$ cat src/sv/lrms_pkg.sv
`timescale 1ns / 1ps
// ----------------------------------------------------------------------------
// lrms_pkg
// Types and constants shared by the legged robot mode sequencer modules.
// ----------------------------------------------------------------------------
package lrms_pkg;

    // Blend fraction format: unsigned Q16, one extra bit holds the full value.
    localparam int FRAC_BITS = 16;
    localparam int FRAC_W    = FRAC_BITS + 1;
    localparam logic [FRAC_W-1:0] FRAC_FULL = {1'b1, {FRAC_BITS{1'b0}}};

    localparam int LIMIT_RESET = 1000;
    localparam int CFG_IDX_W   = 8;

    // Configuration register indexes.
    localparam logic [CFG_IDX_W-1:0] CFG_DWELL_TICKS      = 8'd0;
    localparam logic [CFG_IDX_W-1:0] CFG_FOLD_TICKS       = 8'd1;
    localparam logic [CFG_IDX_W-1:0] CFG_STAND_UP_TICKS   = 8'd2;
    localparam logic [CFG_IDX_W-1:0] CFG_STAND_DOWN_TICKS = 8'd3;

    // Three-position switch codes.
    localparam logic [1:0] SW_UP   = 2'd0;
    localparam logic [1:0] SW_MID  = 2'd1;
    localparam logic [1:0] SW_DOWN = 2'd2;

    // Mode codes.
    localparam logic [2:0] MODE_ESTOP      = 3'd0;
    localparam logic [2:0] MODE_DRIVES_OFF = 3'd1;
    localparam logic [2:0] MODE_DRIVES_ON  = 3'd2;
    localparam logic [2:0] MODE_FOLD       = 3'd3;
    localparam logic [2:0] MODE_STAND_UP   = 3'd4;
    localparam logic [2:0] MODE_STAND_DOWN = 3'd5;
    localparam logic [2:0] MODE_BALANCE    = 3'd6;
    localparam logic [2:0] MODE_LOCOMOTION = 3'd7;

    typedef struct packed {
        logic [1:0] power_switch;
        logic [1:0] posture_switch;
        logic [1:0] gait_switch;
    } in_t;

    typedef struct packed {
        logic [2:0]        current_mode;
        logic              legs_enabled;
        logic              zero_command;
        logic              gains_active;
        logic              capture_start_pose;
        logic [FRAC_W-1:0] blend_fraction;
        logic              holding_target;
        logic              target_is_stand;
        logic              balance_init_pulse;
        logic              locomotion_init_pulse;
    } out_t;

    // Per-tick flags handed from the mode controller to the top level.
    typedef struct packed {
        logic [2:0] mode;
        logic       cap;
        logic       hold;
        logic       stand;
        logic       binit;
        logic       linit;
        logic       do_div;
        logic       full;
    } tick_t;

endpackage

$ cat src/sv/lrms_serial_div.sv
`timescale 1ns / 1ps
// ----------------------------------------------------------------------------
// lrms_serial_div
// Bit-serial restoring divider: floor(num * 2^(QB-1) / den) for num <= den,
// one quotient bit per cycle, QB quotient bits per divide.
// ----------------------------------------------------------------------------
module lrms_serial_div #(
    parameter int TB = 16,
    parameter int QB = 17
) (
    input  logic          aclk,
    input  logic          aresetn,
    input  logic          start,
    input  logic [TB:0]   num,
    input  logic [TB-1:0] den,
    output logic          busy,
    output logic [QB-1:0] quotient
);
    localparam int CW = $clog2(QB + 1);

    logic [TB:0]   rem_reg, rem_next;
    logic [TB-1:0] den_reg, den_next;
    logic [QB-1:0] quo_reg, quo_next;
    logic [CW-1:0] cnt_reg, cnt_next;
    logic          first_reg, first_next;
    logic          busy_reg, busy_next;
    logic [TB:0]   trial;
    logic          fits;

    always_comb begin
        // The first step compares the numerator itself; later steps shift.
        trial = first_reg ? rem_reg : {rem_reg[TB-1:0], 1'b0};
        fits  = (trial >= {1'b0, den_reg});
        rem_next   = rem_reg;
        den_next   = den_reg;
        quo_next   = quo_reg;
        cnt_next   = cnt_reg;
        first_next = first_reg;
        busy_next  = busy_reg;
        if (start) begin
            rem_next   = num;
            den_next   = den;
            quo_next   = '0;
            cnt_next   = CW'(QB);
            first_next = 1'b1;
            busy_next  = 1'b1;
        end else if (busy_reg) begin
            rem_next   = fits ? (trial - {1'b0, den_reg}) : trial;
            quo_next   = {quo_reg[QB-2:0], fits};
            cnt_next   = cnt_reg - 1'b1;
            first_next = 1'b0;
            busy_next  = (cnt_reg != CW'(1));
        end
    end

    always_ff @(posedge aclk) begin
        if (!aresetn) begin
            busy_reg <= 1'b0;
            cnt_reg  <= '0;
        end else begin
            busy_reg <= busy_next;
            cnt_reg  <= cnt_next;
        end
        rem_reg   <= rem_next;
        den_reg   <= den_next;
        quo_reg   <= quo_next;
        first_reg <= first_next;
    end

    assign busy     = busy_reg;
    assign quotient = quo_reg;

endmodule

$ cat src/sv/lrms_mode_ctrl.sv
`timescale 1ns / 1ps
// ----------------------------------------------------------------------------
// lrms_mode_ctrl
// Mode register, dwell and ramp timers, tick limit registers and the ordered
// transition rules. Updates once per accepted tick and latches the tick flags.
// ----------------------------------------------------------------------------
module lrms_mode_ctrl #(
    parameter int TB = 16
) (
    input  logic                           aclk,
    input  logic                           aresetn,
    input  logic                           step_en,
    input  lrms_pkg::in_t                  step_in,
    input  logic                           cfg_we,
    input  logic [lrms_pkg::CFG_IDX_W-1:0] cfg_index,
    input  logic [TB-1:0]                  cfg_data,
    output lrms_pkg::tick_t                tick,
    output logic [TB:0]                    div_num,
    output logic [TB-1:0]                  div_den
);
    import lrms_pkg::*;

    logic [TB-1:0] pon_lim_reg, fold_lim_reg, sup_lim_reg, sdn_lim_reg;
    logic [2:0]    mode_reg, mode_next;
    logic [TB:0]   pon_t_reg, pon_t_next;
    logic [TB:0]   fold_t_reg, fold_t_next;
    logic [TB:0]   sup_t_reg, sup_t_next;
    logic [TB:0]   sdn_t_reg, sdn_t_next;
    logic          bal_first_reg, bal_first_next;
    logic          loco_first_reg, loco_first_next;
    tick_t         tick_reg, tick_next;
    logic [TB:0]   num_reg, num_next;
    logic [TB-1:0] den_reg, den_next;
    logic [TB:0]   sel_t, new_t;
    logic [TB-1:0] sel_l;
    logic [1:0]    pw, ps, gs;
    logic          is_ramp;

    always_comb begin
        pw = step_in.power_switch;
        ps = step_in.posture_switch;
        gs = step_in.gait_switch;
        mode_next       = mode_reg;
        pon_t_next      = pon_t_reg;
        fold_t_next     = fold_t_reg;
        sup_t_next      = sup_t_reg;
        sdn_t_next      = sdn_t_reg;
        bal_first_next  = bal_first_reg;
        loco_first_next = loco_first_reg;
        tick_next       = '0;
        sel_t           = '0;
        sel_l           = '0;
        new_t           = '0;

        // Transition rules, applied in order; each sees the previous result.
        if (pw == SW_DOWN) begin
            if (mode_next == MODE_DRIVES_ON && pon_t_next > {1'b0, pon_lim_reg}) begin
                mode_next  = MODE_DRIVES_OFF;
                pon_t_next = '0;
            end
            if (mode_next != MODE_DRIVES_ON && mode_next != MODE_DRIVES_OFF) begin
                mode_next       = MODE_DRIVES_ON;
                fold_t_next     = '0;
                sup_t_next      = '0;
                sdn_t_next      = '0;
                bal_first_next  = 1'b1;
                loco_first_next = 1'b1;
            end
        end
        if (pw == SW_MID && mode_next != MODE_DRIVES_ON) begin
            mode_next       = MODE_DRIVES_ON;
            fold_t_next     = '0;
            sup_t_next      = '0;
            sdn_t_next      = '0;
            bal_first_next  = 1'b1;
            loco_first_next = 1'b1;
        end
        if (pw == SW_UP && (ps == SW_DOWN || ps == SW_MID ||
                            (ps == SW_UP && (gs == SW_UP || gs == SW_DOWN)))) begin
            if (mode_next == MODE_DRIVES_ON && pon_t_next > {1'b0, pon_lim_reg}) begin
                mode_next  = MODE_FOLD;
                pon_t_next = '0;
            end
        end
        if (pw == SW_UP && ps == SW_DOWN) begin
            if (mode_next == MODE_STAND_UP && sup_t_next > {1'b0, sup_lim_reg}) begin
                mode_next  = MODE_STAND_DOWN;
                sup_t_next = '0;
            end
            if (mode_next == MODE_BALANCE || mode_next == MODE_LOCOMOTION) begin
                mode_next       = MODE_STAND_DOWN;
                bal_first_next  = 1'b1;
                loco_first_next = 1'b1;
            end
        end
        if (pw == SW_UP && ps == SW_MID) begin
            if (mode_next == MODE_FOLD && fold_t_next > {1'b0, fold_lim_reg}) begin
                mode_next   = MODE_STAND_UP;
                fold_t_next = '0;
            end
            if (mode_next == MODE_STAND_DOWN && sdn_t_next > {1'b0, sdn_lim_reg}) begin
                mode_next  = MODE_STAND_UP;
                sdn_t_next = '0;
            end
            if (mode_next == MODE_BALANCE || mode_next == MODE_LOCOMOTION) begin
                mode_next       = MODE_STAND_UP;
                bal_first_next  = 1'b1;
                loco_first_next = 1'b1;
            end
        end
        if (pw == SW_UP && ps == SW_UP && (gs == SW_UP || gs == SW_DOWN)) begin
            if (mode_next == MODE_FOLD && fold_t_next > {1'b0, fold_lim_reg}) begin
                mode_next   = MODE_STAND_UP;
                fold_t_next = '0;
            end
            if (mode_next == MODE_STAND_UP && sup_t_next > {1'b0, sup_lim_reg}) begin
                mode_next  = (gs == SW_UP) ? MODE_BALANCE : MODE_LOCOMOTION;
                sup_t_next = '0;
            end
            if (mode_next == MODE_STAND_DOWN && sdn_t_next > {1'b0, sdn_lim_reg}) begin
                mode_next  = MODE_STAND_UP;
                sdn_t_next = '0;
            end
            if (gs == SW_UP && mode_next == MODE_LOCOMOTION) begin
                mode_next       = MODE_BALANCE;
                loco_first_next = 1'b1;
            end
            if (gs == SW_DOWN && mode_next == MODE_BALANCE) begin
                mode_next      = MODE_LOCOMOTION;
                bal_first_next = 1'b1;
            end
        end

        // Step of the mode the tick ended in.
        case (mode_next)
            MODE_FOLD: begin
                sel_t = fold_t_next;
                sel_l = fold_lim_reg;
            end
            MODE_STAND_UP: begin
                sel_t = sup_t_next;
                sel_l = sup_lim_reg;
            end
            MODE_STAND_DOWN: begin
                sel_t = sdn_t_next;
                sel_l = sdn_lim_reg;
            end
            default: begin
                sel_t = '0;
                sel_l = '0;
            end
        endcase
        is_ramp = (mode_next == MODE_FOLD) || (mode_next == MODE_STAND_UP) ||
                  (mode_next == MODE_STAND_DOWN);

        tick_next.mode  = mode_next;
        tick_next.stand = (mode_next == MODE_STAND_UP);
        if (is_ramp) begin
            tick_next.cap = (sel_t == '0);
            if (sel_t <= {1'b0, sel_l}) begin
                tick_next.full   = (sel_l == '0);
                tick_next.do_div = (sel_l != '0);
                new_t            = sel_t + 1'b1;
            end else begin
                tick_next.full = 1'b1;
                tick_next.hold = 1'b1;
                new_t          = sel_t;
            end
        end
        num_next = sel_t;
        den_next = sel_l;

        case (mode_next)
            MODE_DRIVES_ON: begin
                if (pon_t_next <= {1'b0, pon_lim_reg}) begin
                    pon_t_next = pon_t_next + 1'b1;
                end
            end
            MODE_FOLD: begin
                fold_t_next = new_t;
            end
            MODE_STAND_UP: begin
                sup_t_next = new_t;
            end
            MODE_STAND_DOWN: begin
                sdn_t_next = new_t;
            end
            MODE_BALANCE: begin
                tick_next.binit = bal_first_next;
                bal_first_next  = 1'b0;
            end
            MODE_LOCOMOTION: begin
                tick_next.linit = loco_first_next;
                loco_first_next = 1'b0;
            end
            default: begin
            end
        endcase
    end

    always_ff @(posedge aclk) begin
        if (!aresetn) begin
            pon_lim_reg    <= TB'(LIMIT_RESET);
            fold_lim_reg   <= TB'(LIMIT_RESET);
            sup_lim_reg    <= TB'(LIMIT_RESET);
            sdn_lim_reg    <= TB'(LIMIT_RESET);
            mode_reg       <= MODE_DRIVES_OFF;
            pon_t_reg      <= '0;
            fold_t_reg     <= '0;
            sup_t_reg      <= '0;
            sdn_t_reg      <= '0;
            bal_first_reg  <= 1'b1;
            loco_first_reg <= 1'b1;
        end else begin
            if (cfg_we) begin
                case (cfg_index)
                    CFG_DWELL_TICKS:      pon_lim_reg  <= cfg_data;
                    CFG_FOLD_TICKS:       fold_lim_reg <= cfg_data;
                    CFG_STAND_UP_TICKS:   sup_lim_reg  <= cfg_data;
                    CFG_STAND_DOWN_TICKS: sdn_lim_reg  <= cfg_data;
                    default: begin
                    end
                endcase
            end
            if (step_en) begin
                mode_reg       <= mode_next;
                pon_t_reg      <= pon_t_next;
                fold_t_reg     <= fold_t_next;
                sup_t_reg      <= sup_t_next;
                sdn_t_reg      <= sdn_t_next;
                bal_first_reg  <= bal_first_next;
                loco_first_reg <= loco_first_next;
            end
        end
        if (step_en) begin
            tick_reg <= tick_next;
            num_reg  <= num_next;
            den_reg  <= den_next;
        end
    end

    assign tick    = tick_reg;
    assign div_num = num_reg;
    assign div_den = den_reg;

endmodule

$ cat src/sv/legged_robot_mode_sequencer.sv
`timescale 1ns / 1ps
// ----------------------------------------------------------------------------
// legged_robot_mode_sequencer
// Mode sequencer for a legged robot: one beat per control tick, one result
// beat per tick with mode, drive flags, ramp blend fraction and entry pulses.
// ----------------------------------------------------------------------------
// The result is built in order: tick flags and divider operands are latched on accept,
// the bit-serial divider then forms the 17-bit blend fraction one quotient bit per cycle,
// and the output register takes the result. A new input beat is taken only when idle.
// A finished result waits in the output register while the next tick is taken.
// Reset (aresetn low, synchronous): drives-off mode, timers zero, entry flags
// set, all tick limits 1000. Configuration writes are taken in any cycle.
module legged_robot_mode_sequencer #(
    parameter int TIMER_BITS = 16
) (
    input  logic                           aclk,
    input  logic                           aresetn,
    input  logic                           s_valid,
    output logic                           s_ready,
    input  lrms_pkg::in_t                  s_data,
    output logic                           m_valid,
    input  logic                           m_ready,
    output lrms_pkg::out_t                 m_data,
    input  logic                           cfg_valid,
    output logic                           cfg_ready,
    input  logic [lrms_pkg::CFG_IDX_W-1:0] cfg_index,
    input  logic [TIMER_BITS-1:0]          cfg_data
);
    import lrms_pkg::*;

    typedef enum logic [1:0] {
        ST_IDLE = 2'b01,
        ST_BUSY = 2'b10
    } state_t;

    state_t              state_reg, state_next;
    logic                m_valid_reg, m_valid_next;
    out_t                out_reg, out_next;
    tick_t               tick;
    logic [TIMER_BITS:0] div_num;
    logic [TIMER_BITS-1:0] div_den;
    logic                div_busy;
    logic [FRAC_W-1:0]   quotient;
    logic                accept;
    logic                load;
    // The divider starts in the cycle after the accept, once the operands are latched.
    logic                start_reg;

    assign s_ready   = (state_reg == ST_IDLE);
    assign cfg_ready = 1'b1;
    assign accept    = s_valid && s_ready;
    // In the start cycle the divider is not yet busy, so that cycle is excluded.
    assign load      = (state_reg == ST_BUSY) && !start_reg && !div_busy &&
                       (!m_valid_reg || m_ready);

    lrms_mode_ctrl #(
        .TB(TIMER_BITS)
    ) u_ctrl (
        .aclk     (aclk),
        .aresetn  (aresetn),
        .step_en  (accept),
        .step_in  (s_data),
        .cfg_we   (cfg_valid),
        .cfg_index(cfg_index),
        .cfg_data (cfg_data),
        .tick     (tick),
        .div_num  (div_num),
        .div_den  (div_den)
    );

    lrms_serial_div #(
        .TB(TIMER_BITS),
        .QB(FRAC_W)
    ) u_div (
        .aclk    (aclk),
        .aresetn (aresetn),
        .start   (start_reg),
        .num     (div_num),
        .den     (div_den),
        .busy    (div_busy),
        .quotient(quotient)
    );

    always_comb begin
        state_next   = state_reg;
        m_valid_next = m_valid_reg;
        out_next     = out_reg;
        if (m_valid_reg && m_ready) begin
            m_valid_next = 1'b0;
        end
        case (state_reg)
            ST_IDLE: begin
                if (accept) begin
                    state_next = ST_BUSY;
                end
            end
            ST_BUSY: begin
                if (load) begin
                    state_next   = ST_IDLE;
                    m_valid_next = 1'b1;
                    out_next.current_mode          = tick.mode;
                    out_next.legs_enabled          = (tick.mode != MODE_DRIVES_OFF);
                    out_next.zero_command          = (tick.mode == MODE_ESTOP) ||
                                                     (tick.mode == MODE_DRIVES_OFF);
                    out_next.gains_active          = (tick.mode == MODE_FOLD) ||
                                                     (tick.mode == MODE_STAND_UP) ||
                                                     (tick.mode == MODE_STAND_DOWN) ||
                                                     (tick.mode == MODE_BALANCE);
                    out_next.capture_start_pose    = tick.cap;
                    out_next.blend_fraction        = tick.do_div ? quotient :
                                                     (tick.full ? FRAC_FULL : '0);
                    out_next.holding_target        = tick.hold;
                    out_next.target_is_stand       = tick.stand;
                    out_next.balance_init_pulse    = tick.binit;
                    out_next.locomotion_init_pulse = tick.linit;
                end
            end
            default: begin
                state_next = ST_IDLE;
            end
        endcase
    end

    always_ff @(posedge aclk) begin
        if (!aresetn) begin
            state_reg   <= ST_IDLE;
            m_valid_reg <= 1'b0;
            start_reg   <= 1'b0;
        end else begin
            state_reg   <= state_next;
            m_valid_reg <= m_valid_next;
            start_reg   <= accept;
        end
        out_reg <= out_next;
    end

    assign m_valid = m_valid_reg;
    assign m_data  = out_reg;

endmodule

$ cat config.mk
export PLATFORM = sky130hd
export DESIGN_NAME = legged_robot_mode_sequencer
export DESIGN_NICKNAME = d
export VERILOG_FILES = /design/src/sv/lrms_pkg.sv /design/src/sv/lrms_serial_div.sv /design/src/sv/lrms_mode_ctrl.sv /design/src/sv/legged_robot_mode_sequencer.sv
export SDC_FILE = /design/constraint.sdc
export NUM_CORES = 1
export LEC_CHECK = 0
export CAP_MARGIN = 10
export CORE_MARGIN = 5
export CORE_UTILIZATION = 50
export DETAILED_ROUTE_END_ITERATION = 7
export DONT_BUFFER_PORTS = 1
export PLACE_DENSITY = 0.77
export SETUP_SLACK_MARGIN = 0.2
export SLEW_MARGIN = 20
export SYNTH_ARGS = -nofsm -noshare
export SYNTH_HDL_FRONTEND = slang
export SYNTH_SLANG_ARGS = --single-unit
$ cat constraint.sdc
create_clock -name aclk -period 11.1 [get_ports aclk]
set_input_delay 1.11 -clock aclk [delete_from_list [all_inputs] [get_ports aclk]]
set_output_delay 1.11 -clock aclk [all_outputs]
set_load 0.005 [all_outputs]
* Word-level counts from Yosys, hierarchy flattened *
Cells that the tools add are included.

word-level totals
  bits in registers = 269
  latch bits = 0
  memory bits (writable) = 0
  bits in read-only memories = 0
  input port bits = 35
  output and inout port bits = 31
  word-level logic and storage cells = 254
  memories kept = 0

operators by class
  add/sub/neg operators = 4
  multiply operators = 0
  divide/modulo/power cells = 0
  magnitude comparators = 11
  equality and inequality tests = 42
  shifts and indexed selects = 0
  muxes and demuxes = 100
  bitwise operators = 1
  reduce and logical (&&, ||, !) cells = 55

operator list
  kind                     count
  $mux W17                 38
  $gt A17 B16 Y1           8
  $mux W3                  27
  $eq A3 B3 Y1 const B     17
  $pmux W17 S3             1
  $pmux W16 S3             1
  $add A17 B1 Y17 const B  2
  $le A17 B16 Y1           2
  $mux W1                  28
  $logic_and A1 B1 Y1      23
  $eq A3 B2 Y1 const B     7
  $ge A17 B16 Y1           1
  $logic_not A17 Y1        1
  $sub A17 B16 Y17         1
  $eq A8 B2 Y1 const B     2
  $logic_not A16 Y1        1
  $reduce_bool A16 Y1      1
  $reduce_and A2 Y1        7
  $logic_or A1 B1 Y1       12
  $mux W5                  2
  $eq A2 B2 Y1 const B     4
  $eq A8 B1 Y1 const B     1
  $logic_not A8 Y1         1
  $eq A2 B1 Y1 const B     3
  15 further kinds         22

* Logic depth before layout (Yosys ltp) *
  depth after elaboration = 61
  mapped depth = 52
  gate-level depth less buffers = 47

* Cells and area by module *
A second synthesis with hierarchy kept.

unflattened totals
  cell total of the unflattened synthesis = 2,072
  area, all modules = 18,311.3 um^2

modules (own cells, without submodules)
  module                       instances  cells an instance  area each (um^2)  sequential area each (um^2)
  lrms_mode_ctrl               1          1,658              13,705.6          4,033.9
  lrms_serial_div              1          346                3,450.8           1,471.4
  legged_robot_mode_sequencer  1          68                 1,154.9           920.9

* Worst setup path before layout *
OpenSTA, ideal clock, no wires.

  path type = in2reg
  from = input port s_data[5] (netlist bit)
  to = register u_ctrl.sdn_t_reg[13]
  setup time = 0.125 ns
  data arrival time = 10.491 ns
  data required time = 10.975 ns
  path slack = 0.484 ns
  stages on the path = 51
  path buffers = 11
  cells stage by stage = nand2b_1 > and2_1 > or2_1 > clkbuf_1 > clkbuf_1 > clkbuf_1 > clkbuf_1 > and2_1 > ha_1 > nand4_1 > or4_1 > o21ai_1 > a21oi_1 > o21ai_1 > a21o_1 > buf_4 > buf_6 > clkbuf_1 > [15 not listed] > nand3_1 > o21ai_0 > ha_1 > nor2b_1 > o21a_1 > o21a_1 > o21a_1 > o21a_1 > o211ai_1 > a21oi_1 > o21ai_0 > a21oi_1 > or4_1 > nor4_1 > o21ai_1 > nor3_1 > xnor2_1 > o21ai_1

on the way
  longest elaborated chain between the ends = 55
  elaborated cells between the ends (all ways) = 96
  those cells by class = add/sub: 1; order compare: 8; eq/ne: 19; mux: 48; reduce/logical: 20

ends and longest elaborated chain
  what                                                     RTL line                                      source
  from (decl)                                              legged_robot_mode_sequencer.sv:20             input lrms_pkg::in_t s_data,
  branches (longest 50 deep; another with $gt A17 B16 Y1)  -
  $pmux W17 S3 (*)                                         lrms_mode_ctrl.sv:135                         case (mode_next)
  via u_ctrl.num_next[1]                                   lrms_mode_ctrl.sv:32                          logic [TB:0] num_reg, num_next;
  $add A17 B1 Y17 or $le A17 B16 Y1 (tied branches)        lrms_mode_ctrl.sv:163, lrms_mode_ctrl.sv:160
  $mux W17 (*)                                             lrms_mode_ctrl.sv:160                         if (sel_t <= {1'b0, sel_l}) begin
  $mux W17 (*)                                             lrms_mode_ctrl.sv:158                         if (is_ramp) begin
  $mux W17 (*)                                             lrms_mode_ctrl.sv:173                         case (mode_next)
  to (signal assigned)                                     lrms_mode_ctrl.sv:230                         sdn_t_reg <= sdn_t_next;
  to (decl)                                                lrms_mode_ctrl.sv:28                          logic [TB:0] sdn_t_reg, sdn_t_next;

Mark *: on every way through the listed nets, which the timed path passes. The select of a mux whose other input is x is not followed.
A chain may end at the register's enable or synchronous reset.

* Worst setup path in the final report *
  from = register u_ctrl.pon_lim_reg[11]
  to = register u_ctrl.sdn_t_reg[14]

on the way
  longest elaborated chain between the ends = 61
  elaborated cells between the ends (all ways) = 100
  those cells by class = add/sub: 1; order compare: 9; eq/ne: 19; mux: 55; reduce/logical: 16

ends and longest elaborated chain
  what                                                     RTL line               source
  from (decl)                                              lrms_mode_ctrl.sv:23   logic [TB-1:0] pon_lim_reg, fold_lim_reg, sup_lim_reg, sdn_lim_reg;
  from (signal assigned)                                   lrms_mode_ctrl.sv:203  pon_lim_reg <= TB'(LIMIT_RESET);
  from (signal assigned)                                   lrms_mode_ctrl.sv:217  CFG_DWELL_TICKS: pon_lim_reg <= cfg_data;
  branches (longest 54 deep; another with $gt A17 B16 Y1)  -
  $mux W3 (*)                                              lrms_mode_ctrl.sv:111  if (pw == SW_UP && ps == SW_UP && (gs == SW_UP || gs == SW_DOWN)) begin
  $eq A3 B3 Y1 or $eq A3 B2 Y1 (tied branches)             lrms_mode_ctrl.sv:135
  $pmux W16 S3 (*)                                         lrms_mode_ctrl.sv:135
  via u_ctrl.den_next[5]                                   lrms_mode_ctrl.sv:33   logic [TB-1:0] den_reg, den_next;
  $le A17 B16 Y1 (*)                                       lrms_mode_ctrl.sv:160
  $mux W17 (*)                                             lrms_mode_ctrl.sv:160
  $mux W17 (*)                                             lrms_mode_ctrl.sv:158
  $mux W17 (*)                                             lrms_mode_ctrl.sv:173

Marks and branches as above.

==> results.sh <==
export IMPL_synth_ff_type="dfxtp_1"
export IMPL_root_buffer="clkbuf_16"
export IMPL_synth_cell_types=90
export IMPL_area_growth_pct=9.93
export IMPL_min_period_ns=10.48
export IMPL_r2r_slack_ns=0.62
export IMPL_maxCapViolCount=0
export IMPL_multi_input_area_mm2=0.0104
export IMPL_crit_arrival_ns=10.91
export IMPL_synthArstFlopShare_pct=0
export IMPL_swShare_pct=29.4
export IMPL_antenna_cells=0
export IMPL_grt_pass1_wl_um=82200
export IMPL_fin_tns_setup_ns=0
export IMPL_finalNetCount=2232
export IMPL_final_antenna_net_count=0
export IMPL_startpoint_type="register"
export IMPL_cts_sinks=269
export IMPL_overflow=0
export IMPL_synth_area_mm2=0.0176
export IMPL_finalSetupViolations=0
export IMPL_crit_path_top_delay_cell="o21ai_0"
export IMPL_fin_crit_sh_pct=94.4
export IMPL_place_congestion=1.02
export IMPL_maxSlewViolCount=0
export IMPL_numCtsBuffers=29
export IMPL_hold_class="reg -> reg"
export IMPL_start_util_pct=50.8
export IMPL_routedWlPerCell_um=21.3
export IMPL_synth_common_cells="nand2_1, ha_1, dfxtp_1"
export IMPL_synth_seq_cells=269
export IMPL_slew_headroom_pct=41.4
export IMPL_synth_nets=2230
export IMPL_dpl_hpwl_um=40600
export IMPL_via_per_inst=6.21
export IMPL_power_switching_uw=779
export IMPL_synth_edf_count=104
export IMPL_fin_skew_ns=0.0370
export IMPL_internal_power_mw=1.87
export IMPL_rr_startpoint="u_ctrl.pon_lim_reg[11]"
export IMPL_grt_pass1_vias=14800
export IMPL_clk_path_buf_depth=3
export IMPL_yosysMostFrequentCell="nand2_1"
export IMPL_dp_cells=2434
export IMPL_placed_area_mm2=0.0183
export IMPL_coreArea_mm2=0.0347
export IMPL_die_h_um=198
export IMPL_power_density_mw_per_mm2=137
export IMPL_io_buffer_count=0
export IMPL_antenna_found_initial=2
export IMPL_vias=15500
export IMPL_largest_reg_flops=28
export IMPL_min_delay_start="u_ctrl.div_den[11]"
export IMPL_pwr_share_comb_pct=21.1
export IMPL_max_stage_delay_ns=0.71
export IMPL_fin_area_mm2=0.0194
export IMPL_post_cts_buffers=0
export IMPL_ctsHtreeMaxLevel=1
export IMPL_finalHoldViolCount=0
export IMPL_final_layout_size_suffix_gt1_share_pct=9.05
export IMPL_crit_type="reg -> reg"
export IMPL_ir_drop_mv=0.130
export IMPL_drtIter0Drc=1366
export IMPL_seq_area_frac_synth_pct=36.5
export IMPL_cp_end_kind="register"
export IMPL_synth_top_area_cell="dfxtp_1"
export IMPL_grt_usage_pct=26.1
export IMPL_route_detailed_drc=0
export IMPL_first_pass_iters=6
export IMPL_synth_area_leaders="dfxtp_1, edfxtp_1, ha_1, nand2_1, and2_1"
export IMPL_cts_clk_slew_worst_paths_ns=0.06
export IMPL_tightestPinTransition_ns=0.877
export IMPL_synth_top_area_share_pct=18.7
export IMPL_drt_wl_total_um=53000
export IMPL_rsz0062_at_grt="no"
export IMPL_num_rows=68
export IMPL_max_freq_mhz=95.4
export IMPL_fin_cells=2489
export IMPL_avgSynthCellArea_um2=8.77
export IMPL_critPathLaunch="u_ctrl.pon_lim_reg[11]"
export IMPL_clkPwrFrac_pct=36.1
export IMPL_final_util_pct=55.8
export IMPL_yosysWarnings=0
export IMPL_status="complete, no violations"
export IMPL_die_area_mm2=0.0391
export IMPL_cp_max_fo=29
export IMPL_pre_cts_slack_ns=0.0176
export IMPL_fin_ws_ns=0.621
export IMPL_critical_path_required_ns=11.53
export IMPL_syn_inst=2010
export IMPL_pwr_share_seq_pct=42.8
export IMPL_critical_path_top_delay_family="compound AO/OA/AOI/OAI gates"
export IMPL_io_pins=66
export IMPL_grt_max_degree=78
export IMPL_clk_latency_ns=0.59
export IMPL_die_w_um=198
export IMPL_tritoncts="yes"
export IMPL_p_leak_nw=7.91
export IMPL_crit_buf_inv=4
export IMPL_regArea_mm2=0.00643
export IMPL_fillCellCount=3112
power groups by stage:
stage | Combinational, mW | Sequential [mW] | Clock, mW
2_1_floorplan | 0.425 | 1.13 | 0
3_3_place_gp | 0.526 | 1.15 | 0
3_5_place_dp | 0.542 | 1.15 | 0
4_1_cts | 0.547 | 1.13 | 0.969
5_1_grt | 0.617 | 1.14 | 1.01
6_report | 0.559 | 1.13 | 0.955
worst paths after layout:
check                               to  cells after the start
setup / recovery  u_ctrl.sdn_t_reg[14]                     41
hold / removal       u_div.den_reg[11]                      0
setup reg to reg  u_ctrl.sdn_t_reg[14]                     41
hold reg to reg      u_div.den_reg[11]                      0
final cells by class:
class	instances	area share [%]
clock buffer	41	4.24
sequential	269	33.2
timing repair buffer	66	2.77
clock inverter	12	0.626
tap	455	2.94
inverter	139	2.69
multi-input combinational	1507	53.6
worst reg2reg max path: cells and delay by family (launching register included):
kind                       cells  cell delay (ns)
AOI/OAI and AO/OA             23             5.25
and+or+nand+nor                9             2.71
adders and majority gates      4             1.13
buffers and inverters          4             0.70
DFF                            1             0.35
xor gates and xnor gates       1             0.20
placed cells by master (no fill, tap or decap), types with 12 or more instances in the layout:
| master | count |
|---|---|
| nand2_1 | 238 |
| dfxtp_1 | 164 |
| ha_1 | 184 |
| and3_1 | 31 |
| nand2b_1 | 12 |
| o21ai_1 | 35 |
| inv_1 | 137 |
| a21oi_1 | 117 |
| nor3_1 | 25 |
| nor2b_1 | 25 |
| o21ai_0 | 79 |
| o21a_1 | 16 |
| buf_4 | 61 |
| xnor2_1 | 19 |
| a21o_1 | 31 |
| mux2i_1 | 31 |
| a22oi_1 | 28 |
| mux2_2 | 18 |
| nand3_1 | 53 |
| o211ai_1 | 39 |
| nor2_1 | 115 |
| and2_1 | 125 |
| clkbuf_16 | 29 |
| a211oi_1 | 15 |
| edfxtp_1 | 104 |
| nand4_1 | 40 |
per-layer routing:
layer,GRT usage [%],vias up,wire [um]
li1,-,7291,-
met1,34.8,7266,21900
met2,42.4,713,24000
met3,4.90,180,4650
met4,9.87,2,2470
met5,0,-,13
cell families (layout without fill, tap and decap cells):
kind of cell	count (synthesis)	after routing	share of synthesized area, %
AO/OA/AOI/OAI	495	496	19.0
XOR/XNOR	30	30	1.49
adder cells (fa/ha/maj)	185	185	13.2
buffers and inverters	235	258	5.42
flip-flops	269	269	36.5
multiplexers	49	49	2.91
other	1	1	0.0213
AND/OR/NAND/NOR	746	746	21.5
repair_timing:
item / CTS / global route
setup endpoints to repair: 0 / 51
hold buffers: 0 / 0
hold endpoints to repair: 0 / 0
resized for setup: 0 / 24
through the flow:
stage	hold slack [ns]	total power, mW
global route	0.427	2.77
finish	0.416	2.65
CTS	0.419	2.65
global placement	0.400	1.68
detailed placement	0.405	1.70
floorplan	0.400	1.56
Note: power is estimated with default switching activity, not from simulation.
